--- config.mk ---
export PLATFORM = sky130hd
export DESIGN_NAME = sample_period_pacer
export DESIGN_NICKNAME = d
export VERILOG_FILES = /design/src/rtl/spp_pkg.sv /design/src/rtl/sample_period_pacer.sv /design/src/rtl/spp_div.sv
export SDC_FILE = /design/constraint.sdc
export NUM_CORES = 1
export LEC_CHECK = 0
export ABC_CLOCK_PERIOD_IN_PS = 5700
export BUFFER_PORTS_ARGS = -buffer_cell sky130_fd_sc_hd__buf_4
export CAP_MARGIN = 20
export CORE_MARGIN = 2
export CORE_UTILIZATION = 55
export CTS_BUF_LIST = sky130_fd_sc_hd__clkbuf_4 sky130_fd_sc_hd__clkbuf_8
export DETAILED_ROUTE_END_ITERATION = 7
export MAX_ROUTING_LAYER = met4
export PLACE_DENSITY_LB_ADDON = 0.25
export SYNTH_ARGS = -nofsm -noshare
export SYNTH_HDL_FRONTEND = slang
export SYNTH_SLANG_ARGS = --single-unit
--- constraint.sdc ---
create_clock -name clock -period 5.7 [get_ports clock]
set_input_delay 1.14 -clock clock [delete_from_list [all_inputs] [get_ports clock]]
set_output_delay 1.14 -clock clock [all_outputs]
set_load 0.05 [all_outputs]
--- src/rtl/spp_pkg.sv ---
// shared widths and constants for the sample period pacer
package spp_pkg;

   localparam int NOW_W    = 32;
   localparam int PERIOD_W = 16;
   localparam int DELTA_W  = 26;
   localparam int SLEEP_W  = 16;
   localparam int MISSED_W = 10;
   localparam int RSP_DATA_W = 56;

   localparam logic [PERIOD_W-1:0] PERIOD_RESET = 16'd2500;
   localparam logic [NOW_W-1:0]    SLEEP_MIN    = 32'd100;
   localparam logic [NOW_W-1:0]    DELTA_MAX    = 32'h03FF_FFFF;

   localparam logic OP_WAIT    = 1'b0;
   localparam logic OP_CONSUME = 1'b1;

endpackage

--- src/rtl/sample_period_pacer.sv ---
// top level: wait/consume sequencer, timebase state and result register
//
//  port group | dir | contents
//  req_       | in  | tuser op, tdata now_usec
//  rsp_       | out | tdata delta/sleep/missed, tuser already_pending
//  csr_       | in  | sample_period_usec write
//
// a beat counts its missed periods k (at most MAX_MISSED) with one subtract per
// period; no count is run when no time has passed or the period is zero, and a
// pending beat goes straight from the prep step to the result.
// req_tready is high only while the sequencer is idle, from the cycle after
// the result is loaded. a finished result waits in the output register; the
// commit step stalls until that register is free. reset is synchronous.
module sample_period_pacer #(
   parameter int MAX_MISSED = 1000
) (
   input  logic        clock,
   input  logic        reset,
   input  logic        req_tvalid,
   output logic        req_tready,
   input  logic [31:0] req_tdata,   // now_usec[31:0]
   input  logic [0:0]  req_tuser,   // op[0]
   output logic        rsp_tvalid,
   input  logic        rsp_tready,
   output logic [55:0] rsp_tdata,   // delta_usec[25:0], sleep_usec[41:26], missed_periods[51:42]
   output logic [0:0]  rsp_tuser,   // already_pending[0]
   input  logic        csr_we,
   input  logic [15:0] csr_wdata
);

   localparam int CNT_W = $clog2(MAX_MISSED + 1);
   localparam int KW    = (CNT_W > spp_pkg::MISSED_W) ? CNT_W : spp_pkg::MISSED_W;
   localparam logic [spp_pkg::PERIOD_W-1:0] MaxW = spp_pkg::PERIOD_W'(MAX_MISSED);

   typedef enum logic [2:0] {
      S_IDLE,
      S_PREP,
      S_CALC,
      S_DIV,
      S_FIN
   } state_type;

   state_type state_ff, state_in;

   logic [spp_pkg::PERIOD_W-1:0] period_ff;
   logic                         op_ff, op_in;
   logic [spp_pkg::NOW_W-1:0]    now_ff, now_in;
   logic [spp_pkg::NOW_W-1:0]    slot_ff, slot_in;
   logic [spp_pkg::DELTA_W-1:0]  delta_ff, delta_in;
   logic                         pending_ff, pending_in;
   logic                         skip_ff, skip_in;
   logic [CNT_W-1:0]             k_ff, k_in;
   logic                         rsp_valid_ff, rsp_valid_in;
   logic [spp_pkg::RSP_DATA_W-1:0] rsp_data_ff, rsp_data_in;
   logic                         rsp_user_ff, rsp_user_in;

   logic                         div_start;
   logic                         div_done;
   logic [CNT_W-1:0]             div_q;

   logic [spp_pkg::NOW_W-1:0]    diff;
   logic [spp_pkg::NOW_W-1:0]    next_slot;
   logic [spp_pkg::NOW_W-1:0]    slack_usec;
   logic [spp_pkg::NOW_W-1:0]    cap_prod;
   logic [spp_pkg::DELTA_W-1:0]  cap_delta;
   logic [spp_pkg::DELTA_W-1:0]  diff_delta;
   logic [spp_pkg::SLEEP_W-1:0]  sleep_val;
   logic [KW-1:0]                k_wide;
   logic [spp_pkg::MISSED_W-1:0] missed_val;
   logic                         out_free;

   assign diff       = now_ff - slot_ff;
   assign next_slot  = slot_ff + spp_pkg::NOW_W'(period_ff);
   assign slack_usec = next_slot - now_ff;
   assign cap_prod  = spp_pkg::NOW_W'(MaxW) * spp_pkg::NOW_W'(period_ff);
   assign cap_delta = (cap_prod > spp_pkg::DELTA_MAX) ? spp_pkg::DELTA_MAX[spp_pkg::DELTA_W-1:0]
                                                      : cap_prod[spp_pkg::DELTA_W-1:0];
   assign diff_delta = (diff > spp_pkg::DELTA_MAX) ? spp_pkg::DELTA_MAX[spp_pkg::DELTA_W-1:0]
                                                   : diff[spp_pkg::DELTA_W-1:0];
   assign sleep_val = (slack_usec > spp_pkg::SLEEP_MIN &&
                       slack_usec <= spp_pkg::NOW_W'(period_ff))
                      ? slack_usec[spp_pkg::SLEEP_W-1:0] : '0;
   assign k_wide     = KW'(k_ff);
   assign missed_val = (k_wide > KW'(10'h3FF)) ? 10'h3FF : k_wide[spp_pkg::MISSED_W-1:0];
   assign out_free   = !rsp_valid_ff || rsp_tready;

   spp_div #(
      .MAX_MISSED (MAX_MISSED),
      .CNT_W      (CNT_W)
   ) u_div (
      .clock    (clock),
      .reset    (reset),
      .start    (div_start),
      .dividend (diff - spp_pkg::NOW_W'(1)),
      .divisor  (period_ff),
      .done     (div_done),
      .quotient (div_q)
   );

   always_comb begin
      state_in     = state_ff;
      op_in        = op_ff;
      now_in       = now_ff;
      slot_in      = slot_ff;
      delta_in     = delta_ff;
      pending_in   = pending_ff;
      skip_in      = skip_ff;
      k_in         = k_ff;
      rsp_valid_in = rsp_valid_ff && !rsp_tready;
      rsp_data_in  = rsp_data_ff;
      rsp_user_in  = rsp_user_ff;
      div_start    = 1'b0;
      case (state_ff)
         S_IDLE: begin
            if (req_tvalid) begin
               op_in    = req_tuser[0];
               now_in   = req_tdata;
               state_in = S_PREP;
            end
         end
         S_PREP: begin
            skip_in = pending_ff;
            if (pending_ff) begin
               state_in = S_FIN;
            end else begin
               if (slot_ff == '0 && delta_ff == '0) begin
                  slot_in  = now_ff;
                  delta_in = spp_pkg::DELTA_W'(period_ff);
               end
               state_in = S_CALC;
            end
         end
         S_CALC: begin
            if (diff == '0) begin
               k_in     = '0;
               state_in = S_FIN;
            end else if (period_ff == '0) begin
               k_in     = CNT_W'(MAX_MISSED);
               state_in = S_FIN;
            end else begin
               div_start = 1'b1;
               state_in  = S_DIV;
            end
         end
         S_DIV: begin
            if (div_done) begin
               k_in     = div_q;
               state_in = S_FIN;
            end
         end
         S_FIN: begin
            if (out_free) begin
               rsp_valid_in = 1'b1;
               if (skip_ff) begin
                  rsp_data_in = '0;
                  rsp_user_in = 1'b1;
               end else begin
                  rsp_user_in = 1'b0;
                  if (k_ff == CNT_W'(MAX_MISSED)) begin
                     slot_in  = now_ff;
                     delta_in = cap_delta;
                     rsp_data_in = {4'b0, missed_val, 16'b0, cap_delta};
                  end else if (k_ff == '0) begin
                     slot_in  = next_slot;
                     delta_in = spp_pkg::DELTA_W'(period_ff);
                     rsp_data_in = {4'b0, missed_val, sleep_val,
                                    spp_pkg::DELTA_W'(period_ff)};
                  end else begin
                     slot_in  = now_ff;
                     delta_in = diff_delta;
                     rsp_data_in = {4'b0, missed_val, 16'b0, diff_delta};
                  end
               end
               pending_in = (op_ff != spp_pkg::OP_CONSUME);
               state_in   = S_IDLE;
            end
         end
         default: state_in = S_IDLE;
      endcase
   end

   always_ff @(posedge clock) begin
      if (reset) begin
         state_ff     <= S_IDLE;
         period_ff    <= spp_pkg::PERIOD_RESET;
         slot_ff      <= '0;
         delta_ff     <= '0;
         pending_ff   <= 1'b0;
         rsp_valid_ff <= 1'b0;
      end else begin
         state_ff     <= state_in;
         period_ff    <= csr_we ? csr_wdata : period_ff;
         slot_ff      <= slot_in;
         delta_ff     <= delta_in;
         pending_ff   <= pending_in;
         rsp_valid_ff <= rsp_valid_in;
      end
      op_ff       <= op_in;
      now_ff      <= now_in;
      skip_ff     <= skip_in;
      k_ff        <= k_in;
      rsp_data_ff <= rsp_data_in;
      rsp_user_ff <= rsp_user_in;
   end

   assign req_tready   = (state_ff == S_IDLE);
   assign rsp_tvalid   = rsp_valid_ff;
   assign rsp_tdata    = rsp_data_ff;
   assign rsp_tuser[0] = rsp_user_ff;

endmodule

--- src/rtl/spp_div.sv ---
// repeated-subtract period counter, one period per cycle, capped at the limit
module spp_div #(
   parameter int MAX_MISSED = 1000,
   parameter int CNT_W      = 10
) (
   input  logic                           clock,
   input  logic                           reset,
   input  logic                           start,
   input  logic [spp_pkg::NOW_W-1:0]      dividend,
   input  logic [spp_pkg::PERIOD_W-1:0]   divisor,
   output logic                           done,
   output logic [CNT_W-1:0]               quotient
);

   logic [spp_pkg::NOW_W-1:0] rem_ff, rem_in;
   logic [CNT_W-1:0]          cnt_ff, cnt_in;
   logic                      busy_ff, busy_in;
   logic                      done_ff, done_in;
   logic                      step;

   assign step = (rem_ff >= spp_pkg::NOW_W'(divisor)) && (cnt_ff != CNT_W'(MAX_MISSED));

   always_comb begin
      rem_in  = rem_ff;
      cnt_in  = cnt_ff;
      busy_in = busy_ff;
      done_in = 1'b0;
      if (start) begin
         rem_in  = dividend;
         cnt_in  = '0;
         busy_in = 1'b1;
      end else if (busy_ff) begin
         if (step) begin
            rem_in = rem_ff - spp_pkg::NOW_W'(divisor);
            cnt_in = cnt_ff + CNT_W'(1);
         end else begin
            busy_in = 1'b0;
            done_in = 1'b1;
         end
      end
   end

   always_ff @(posedge clock) begin
      if (reset) begin
         busy_ff <= 1'b0;
         done_ff <= 1'b0;
      end else begin
         busy_ff <= busy_in;
         done_ff <= done_in;
      end
      rem_ff <= rem_in;
      cnt_ff <= cnt_in;
   end

   assign done     = done_ff;
   assign quotient = cnt_ff;

endmodule

# --- After elaboration in Yosys (flattened, before gate mapping) ---
# Cells that the tools add are included.
totals:
  reg_bits: 224
  latch_bits: 0
  mem_bits_rw: 0
  romBits: 0
  in_bits: 54
  output_inout_bits: 59
  elab_cells: 118
  memories: 0
op_classes:
  n_addsub: 6
  n_mul: 1
  div: 0
  n_lt_le_gt_ge: 6
  n_eq_ne: 13
  n_shift: 0
  mux: 43
  bitwise_logic: 4
  n_reduce_logical: 27
ops:
  columns: ["op", "count"]
  rows:
  - ["32-bit 2-to-1 mux", 9]
  - ["26-bit 2-to-1 mux", 10]
  - ["32-bit logical NOT", 2]
  - ["32-bit case mux with 2 select lines", 1]
  - ["32-bit subtractor", 2]
  - ["26-bit case mux with 2 select lines", 1]
  - ["10-bit 2-to-1 mux", 4]
  - ["32-bit by 16-bit adder with 32-bit output", 1]
  - ["32-bit by 16-bit greater-or-equal comparator with 1-bit output", 1]
  - ["32-bit by 26-bit greater-than comparator with 1-bit output (second input constant)", 1]
  - ["32-bit by 7-bit greater-than comparator with 1-bit output (second input constant)", 1]
  - ["32-bit by 16-bit <= comparator with 1-bit output", 1]
  - ["32-bit by 1-bit subtractor with 32-bit output (second input constant)", 1]
  - ["32-bit by 16-bit subtractor with 32-bit output", 1]
  - ["26-bit greater-than comparator (second input constant)", 1]
  - ["26-bit logical NOT", 1]
  - ["7-bit by 16-bit multiplier with 23-bit output (first input constant)", 1]
  - ["10-bit case mux with 2 select lines", 1]
  - ["3-bit 2-to-1 mux", 6]
  - ["16-bit logical NOT", 1]
  - ["3-bit case mux with 5 select lines", 1]
  - ["10-bit by 1-bit adder with 10-bit output (second input constant)", 1]
  - ["10-bit == test (second input constant)", 1]
  - ["10-bit greater-than comparator (second input constant)", 1]
  - ["21 further kinds", 49]

# --- Depth between registers and ports, before layout ---
logic_depth:
  ltp_word: 8
  depth_mapped: 30
  depth_no_buf: 28

# --- Cells and area by module ---
# From an unflattened synthesis, not the netlist that was laid out.
hier_totals:
  hier_cells: 2154
  hier_area_um2: 18873.1
modules_own_cells:
  columns: ["module", "instances", "cells_per_inst", "area_each_um2", "seq_area_each_um2"]
  rows:
  - ["sample_period_pacer", 1, 1807, 15766.4, 4494.3]
  - ["spp_div", 1, 347, 3106.7, 1201.2]

# --- Worst setup path before layout ---
# OpenSTA, ideal clock, no wires.
synth_timing:
  path_kind: "flip-flop to flip-flop"
  startpoint: "reg period_ff[0] (netlist name)"
  endpoint: "reg rsp_data_ff (netlist bit rsp_tdata[40]) (data pin)"
  setup_ns: 0.150
  arrival_time_ns: 5.740
  required_ns: 5.550
  setup_slack_ns: -0.190
  path_stages_with_launch: 27
  path_buffers: 1
  synth_period_minus_slack_ns: 5.890
  path_cell_list: "dfxtp_1 > ha_1 > fa_1 > a21oi_1 > o21bai_1 > a21oi_1 > o21ai_0 > a21oi_1 > nand2_1 > a31o_2 > a211oi_1 > nor3_1 > ha_1 > a21o_1 > or2_2 > a2111o_1 > and3_1 > ha_1 > nand4_1 > or2_2 > o22a_1 > a2111oi_2 > nand4_1 > a2111oi_4 > nand4_4 > buf_6 > nor3b_2"
synth_via:
  elab_chain_len: 6
  word_cells_on_any_way: 7
  cone_classes: "add/sub: 2; order compare: 2; bitwise: 1; reduce/logical: 2"
synth_lines:
  columns: ["element", "line", "source"]
  rows:
  - ["start, declared", "sample_period_pacer.sv:45", "logic [spp_pkg::PERIOD_W-1:0] period_ff;"]
  - ["start signal, assigned", "sample_period_pacer.sv:185", "period_ff <= spp_pkg::PERIOD_RESET;"]
  - ["start signal, assigned", "sample_period_pacer.sv:192", "period_ff <= csr_we ? csr_wdata : period_ff;"]
  - ["32-bit by 16-bit adder with 32-bit output *", "sample_period_pacer.sv:73", "assign next_slot = slot_ff + spp_pkg::NOW_W'(period_ff);"]
  - ["32-bit subtractor *", "sample_period_pacer.sv:74", "assign slack_usec = next_slot - now_ff;"]
  - ["net slack_usec (one bit)", "sample_period_pacer.sv:63", "logic [spp_pkg::NOW_W-1:0] slack_usec;"]
  - ["32-bit by 7-bit greater-than comparator with 1-bit output or 32-bit by 16-bit <= comparator with 1-bit output (tied branches)", "sample_period_pacer.sv:80, sample_period_pacer.sv:81", null]
  - ["1-bit logical AND *", "sample_period_pacer.sv:80", "assign sleep_val = (slack_usec > spp_pkg::SLEEP_MIN &&"]
  - ["1-bit inverter (no source line) *", null, null]
  - ["4-bit OR reduction (no source line) *", null, null]
  - ["end signal, assigned", "sample_period_pacer.sv:202", "rsp_data_ff <= rsp_data_in;"]
  - ["end, declared", "sample_period_pacer.sv:54", "logic [spp_pkg::RSP_DATA_W-1:0] rsp_data_ff, rsp_data_in;"]
# Mark *: on every way through the listed nets, which the timed path passes. The rest lies on a longest branch.
# A chain may end at the register's enable or synchronous reset.

# --- Worst setup path after layout ---
layout_timing:
  startpoint: "reg slot_ff[0] (netlist name)"
  endpoint: "reg rsp_data_ff (netlist bit rsp_tdata[30]) (data pin)"
layout_via:
  elab_chain_len: 6
  word_cells_on_any_way: 7
  cone_classes: "add/sub: 2; order compare: 2; bitwise: 1; reduce/logical: 2"
layout_lines:
  columns: ["element", "line", "source"]
  rows:
  - ["start, declared", "sample_period_pacer.sv:48", "logic [spp_pkg::NOW_W-1:0] slot_ff, slot_in;"]
  - ["start signal, assigned", "sample_period_pacer.sv:193", "slot_ff <= slot_in;"]
  - ["32-bit by 16-bit adder with 32-bit output *", "sample_period_pacer.sv:73", null]
  - ["32-bit subtractor *", "sample_period_pacer.sv:74", null]
  - ["32-bit by 7-bit greater-than comparator with 1-bit output or 32-bit by 16-bit <= comparator with 1-bit output (tied branches)", "sample_period_pacer.sv:80, sample_period_pacer.sv:81", null]
  - ["1-bit logical AND", "sample_period_pacer.sv:80", null]
  - ["1-bit inverter (no source line)", null, null]
  - ["4-bit OR reduction (no source line)", null, null]
# Mark *: on every way between the ends. The rest lies on a longest branch, timed or not.

==> impl_metrics.tcl <==
set metrics [dict create \
    outcome "finished, violations left" \
    failed_checks "setup timing" \
    post_drt_via_cell_ratio 6.20 \
    required_ns 6.15 \
    final_ws_setup_ns -0.0461 \
    die_h_um 189 \
    cts_max_path_buffers 3 \
    clkLatencyLatePin_ns 0.62 \
    chipWidth_um 189 \
    syn_avg_cell_area_sq_um 8.95 \
    ios 113 \
    final_common_cell "buf_4" \
    hold_path.startpoint "op_ff" \
    detail-route-antenna-nets 0 \
    crit_path_top_delay_cell "a221o_1" \
    hold_class "flop to flop" \
    grt_util_all_layers_pct 34.3 \
    clock_tree.root_cell "clkbuf_8" \
    synth_edf_count 129 \
    grt_pass1_wl_um 92600 \
    drt_iter0_markers 1342 \
    switching_power_mw 4.04 \
    netlist_top_cells_area "edfxtp_1 (21%), ha_1 (12%), dfxtp_1 (9.7%), fa_1 (6.2%), xnor2_1 (4.8%)" \
    wl_um 59400 \
    timing.fmax_mhz 174 \
    layout_cell_share_with_drive_strength_beyond_1_pct 18.0 \
    total_of_endpoints_with_negative_setup_slack_in_the_final_report 6 \
    route.vias.total 17381 \
    dieArea_sq_um 35800 \
    worst-r2r-setup-slack_ns -0.05 \
    final_min_period_over_clock_period_pct 101 \
    grt.overflow.total 0 \
    cp_slowest_stage_delay_ns 0.37 \
    power_density_nw_per_um2 415 \
    share_clk_of_total_power_pct 20.3 \
    seq_power_share_pct 22.8 \
    leakagePower_nw 9.29 \
    yosys_most_used_dff "edfxtp_1" \
    holdBufCountCts 0 \
    cpLargestDelayFamily "compound AO/OA/AOI/OAI gates" \
    synth-warning-count 0 \
    yosysSeqAreaShare_pct 30.2 \
    slew_viol_final 0 \
    grt_antenna_before_repair 2 \
    worst-path-buf-inv 2 \
    clkTransAtPathRegs_ns 0.06 \
    rsz0062_at_grt "yes" \
    setup_tns_ns -0.0766 \
    fin_area_sq_um 22200 \
    coreArea_sq_um 33600 \
    fin_worst_hold_slack_ns 0.421 \
    first_global_vias 16805 \
    post_synth_num_cell_types 95 \
    critPathLaunchType "flop" \
    number_of_cells_on_the_worst_hold_path 1 \
    dpl-instance-area_sq_um 21000 \
    worstMarginPinSlew_ns 1.22 \
    cts.htree.levels 2 \
    synthToLayoutAreaGrowth_pct 17.7 \
    ys_ff_latch 220 \
    synthCells 2108 \
    placer_s_final_routability_congestion_estimate 1.01 \
    gate_power_share_pct 56.8 \
    worst-path-max-fanout 8 \
    synth_top_area_share_pct 20.5 \
    worst-r2r-cell-count 25 \
    detail_route.wl_per_cell_um 21.2 \
    hold_end "pending_ff" \
    start_util_pct 56.1 \
    yosysTopAreaCell "edfxtp_1" \
    maxcap_violations 0 \
    layout_common_cells "buf_4 (248), nor2_1 (186), ha_1 (172)" \
    timing.critical_path.to_type "flop" \
    pre_cts_ws_ns -0.504 \
    clkSinkCount 220 \
    post_synth_design_cell_area_sq_um 18900 \
    post-layout-total-power_mw 9.20 \
    dp.final_hpwl_um 45500 \
    worstSetupPathType "flop to flop" \
    finalHoldViolations 0 \
    power_report.internal_total_mw 5.17 \
    tritoncts "done" \
    buffer_ports.inserted 108 \
    regToRegStartpoint "slot_ff[0]" \
    timing.final.crit_period_ns 5.75 \
    worst_slew_margin_rel_pct 17.9 \
    floorplan.rows 67 \
    drc 0 \
    synthArstFlopShare_pct 0 \
    cts-buffers-inserted 41 \
    firstDrtPassIters 6 \
    timing.critical_path.arrival_ns 6.20 \
    max-vdd-ir-drop_mv 0.213 \
    grt_start_max_net_pins 66 \
    critical_path.reg2reg.endpoint "rsp_tdata[30]" \
    cpMostUsedCell "a21oi_2" \
    nets 2605 \
    final_skew_ns 0.0238 \
    swShare_pct 43.9 \
]
-- what timing repair did --
item	in CTS	in global routing
buffers inserted	1	2
gates resized for setup	37	10
setup endpoints to repair	16	20
gates cloned	1	0
pin swaps	27	17
-- worst reg2reg max path, cell delays in order, from the launching register on --
cell and delay (ns):
dfxtp_2 0.34, ha_4 0.16, fa_2 0.35, a21oi_2 0.17
o21bai_2 0.09, a21oi_2 0.19, o21ai_2 0.11, a21oi_2 0.19
nand2_1 0.10, a31o_2 0.25, a211oi_2 0.23, nor3_2 0.07
ha_1 0.31, a21o_1 0.20, buf_6 0.12, a221o_1 0.33
a221o_1 0.37, and2_4 0.16, o21a_1 0.18, or3_4 0.34
a2111oi_4 0.29, nand4_1 0.17, a2111oi_4 0.27, nand4_4 0.20
buf_12 0.20, nor3b_4 0.20
-- final cells by class --
| class | instances | area [sq um] |
|---|---|---|
| multi-input combinational | 1668 | 12500 |
| sequential | 220 | 5700 |
| antenna | 2 | 5.00 |
| timing repair buffer | 253 | 1960 |
| tap | 448 | 561 |
| fill | 2784 | 11400 |
| clock buffer | 54 | 693 |
| inverter | 135 | 507 |
| clock inverter | 22 | 292 |
-- layer usage --
layer | up-vias | global-route usage [%] | wire length (um)
met5 | - | - | 0
li1 | 8170 | - | -
met2 | 780 | 54.1 | 27300
met1 | 8258 | 42.9 | 24300
met3 | 173 | 5.26 | 4610
met4 | 0 | 17.1 | 3270
-- state kept, by name (all words and copies together), names as in the netlist --
name and cells:
rsp_tdata 52, now_ff 32, op_ff 1, slot_ff 32, period_ff 16, u_div.busy_ff 1
rsp_tuser 1, k_ff 10, u_div.done 1, u_div.rem_ff 32, pending_ff 1, state_ff 3
skip_ff 1, u_div.quotient 10, delta_ff 26, rsp_tvalid 1
-- power by group through the flow --
stage,sequential (mW),clock [mW],combinational (mW)
floorplan,2.08,0,3.49
global placement,2.12,0,4.89
detailed placement,2.13,0,4.98
CTS,2.09,1.89,5.09
global route,2.12,1.95,5.70
finish,2.10,1.87,5.23
-- Yosys cell counts (all sizes together) (49+ instances only) --
library cell,count
inv,135
edfxtp,129
a21o,49
ha,174
nand3,51
o21ai,100
xnor2,104
nor3,77
fa,58
dfxtp,91
clkbuf,66
nand2,154
a21oi,154
nor2,187
-- cells by family (layout without fill, tap and decap cells) --
family | after synthesis | in the layout | share of synthesized area (%)
compound gates | 545 | 545 | 19.6
xor+xnor | 142 | 142 | 6.59
fa+ha+maj | 232 | 232 | 17.7
buf+inv | 223 | 464 | 4.79
flops | 220 | 220 | 30.2
mux | 30 | 30 | 1.61
other cells | 1 | 6 | 0.0199
simple gates | 715 | 715 | 19.5
-- stage by stage --
step           std cells  utilization (%)
2_1_floorplan       2111                -
3_3_place_gp        2720             62.4
3_5_place_dp        2720             62.4
4_1_cts             2798             65.9
5_1_grt             2802             66.1
6_report            2802             66.1
-- worst max path at each step --
stage	from	endpoint	slack, ns	cells past startpoint
floorplan	period_ff[0]	rsp_tdata[40]	0.04	26
global placement	slot_ff[0]	rsp_tdata[41]	-0.20	26
detailed placement	slot_ff[1]	rsp_tdata[30]	-0.50	27
CTS	period_ff[0]	rsp_tdata[30]	-0.15	25
global route	period_ff[0]	rsp_tdata[30]	-0.27	25
finish	slot_ff[0]	rsp_tdata[30]	-0.05	25
No activity file was read; power rests on OpenSTA's default activity.
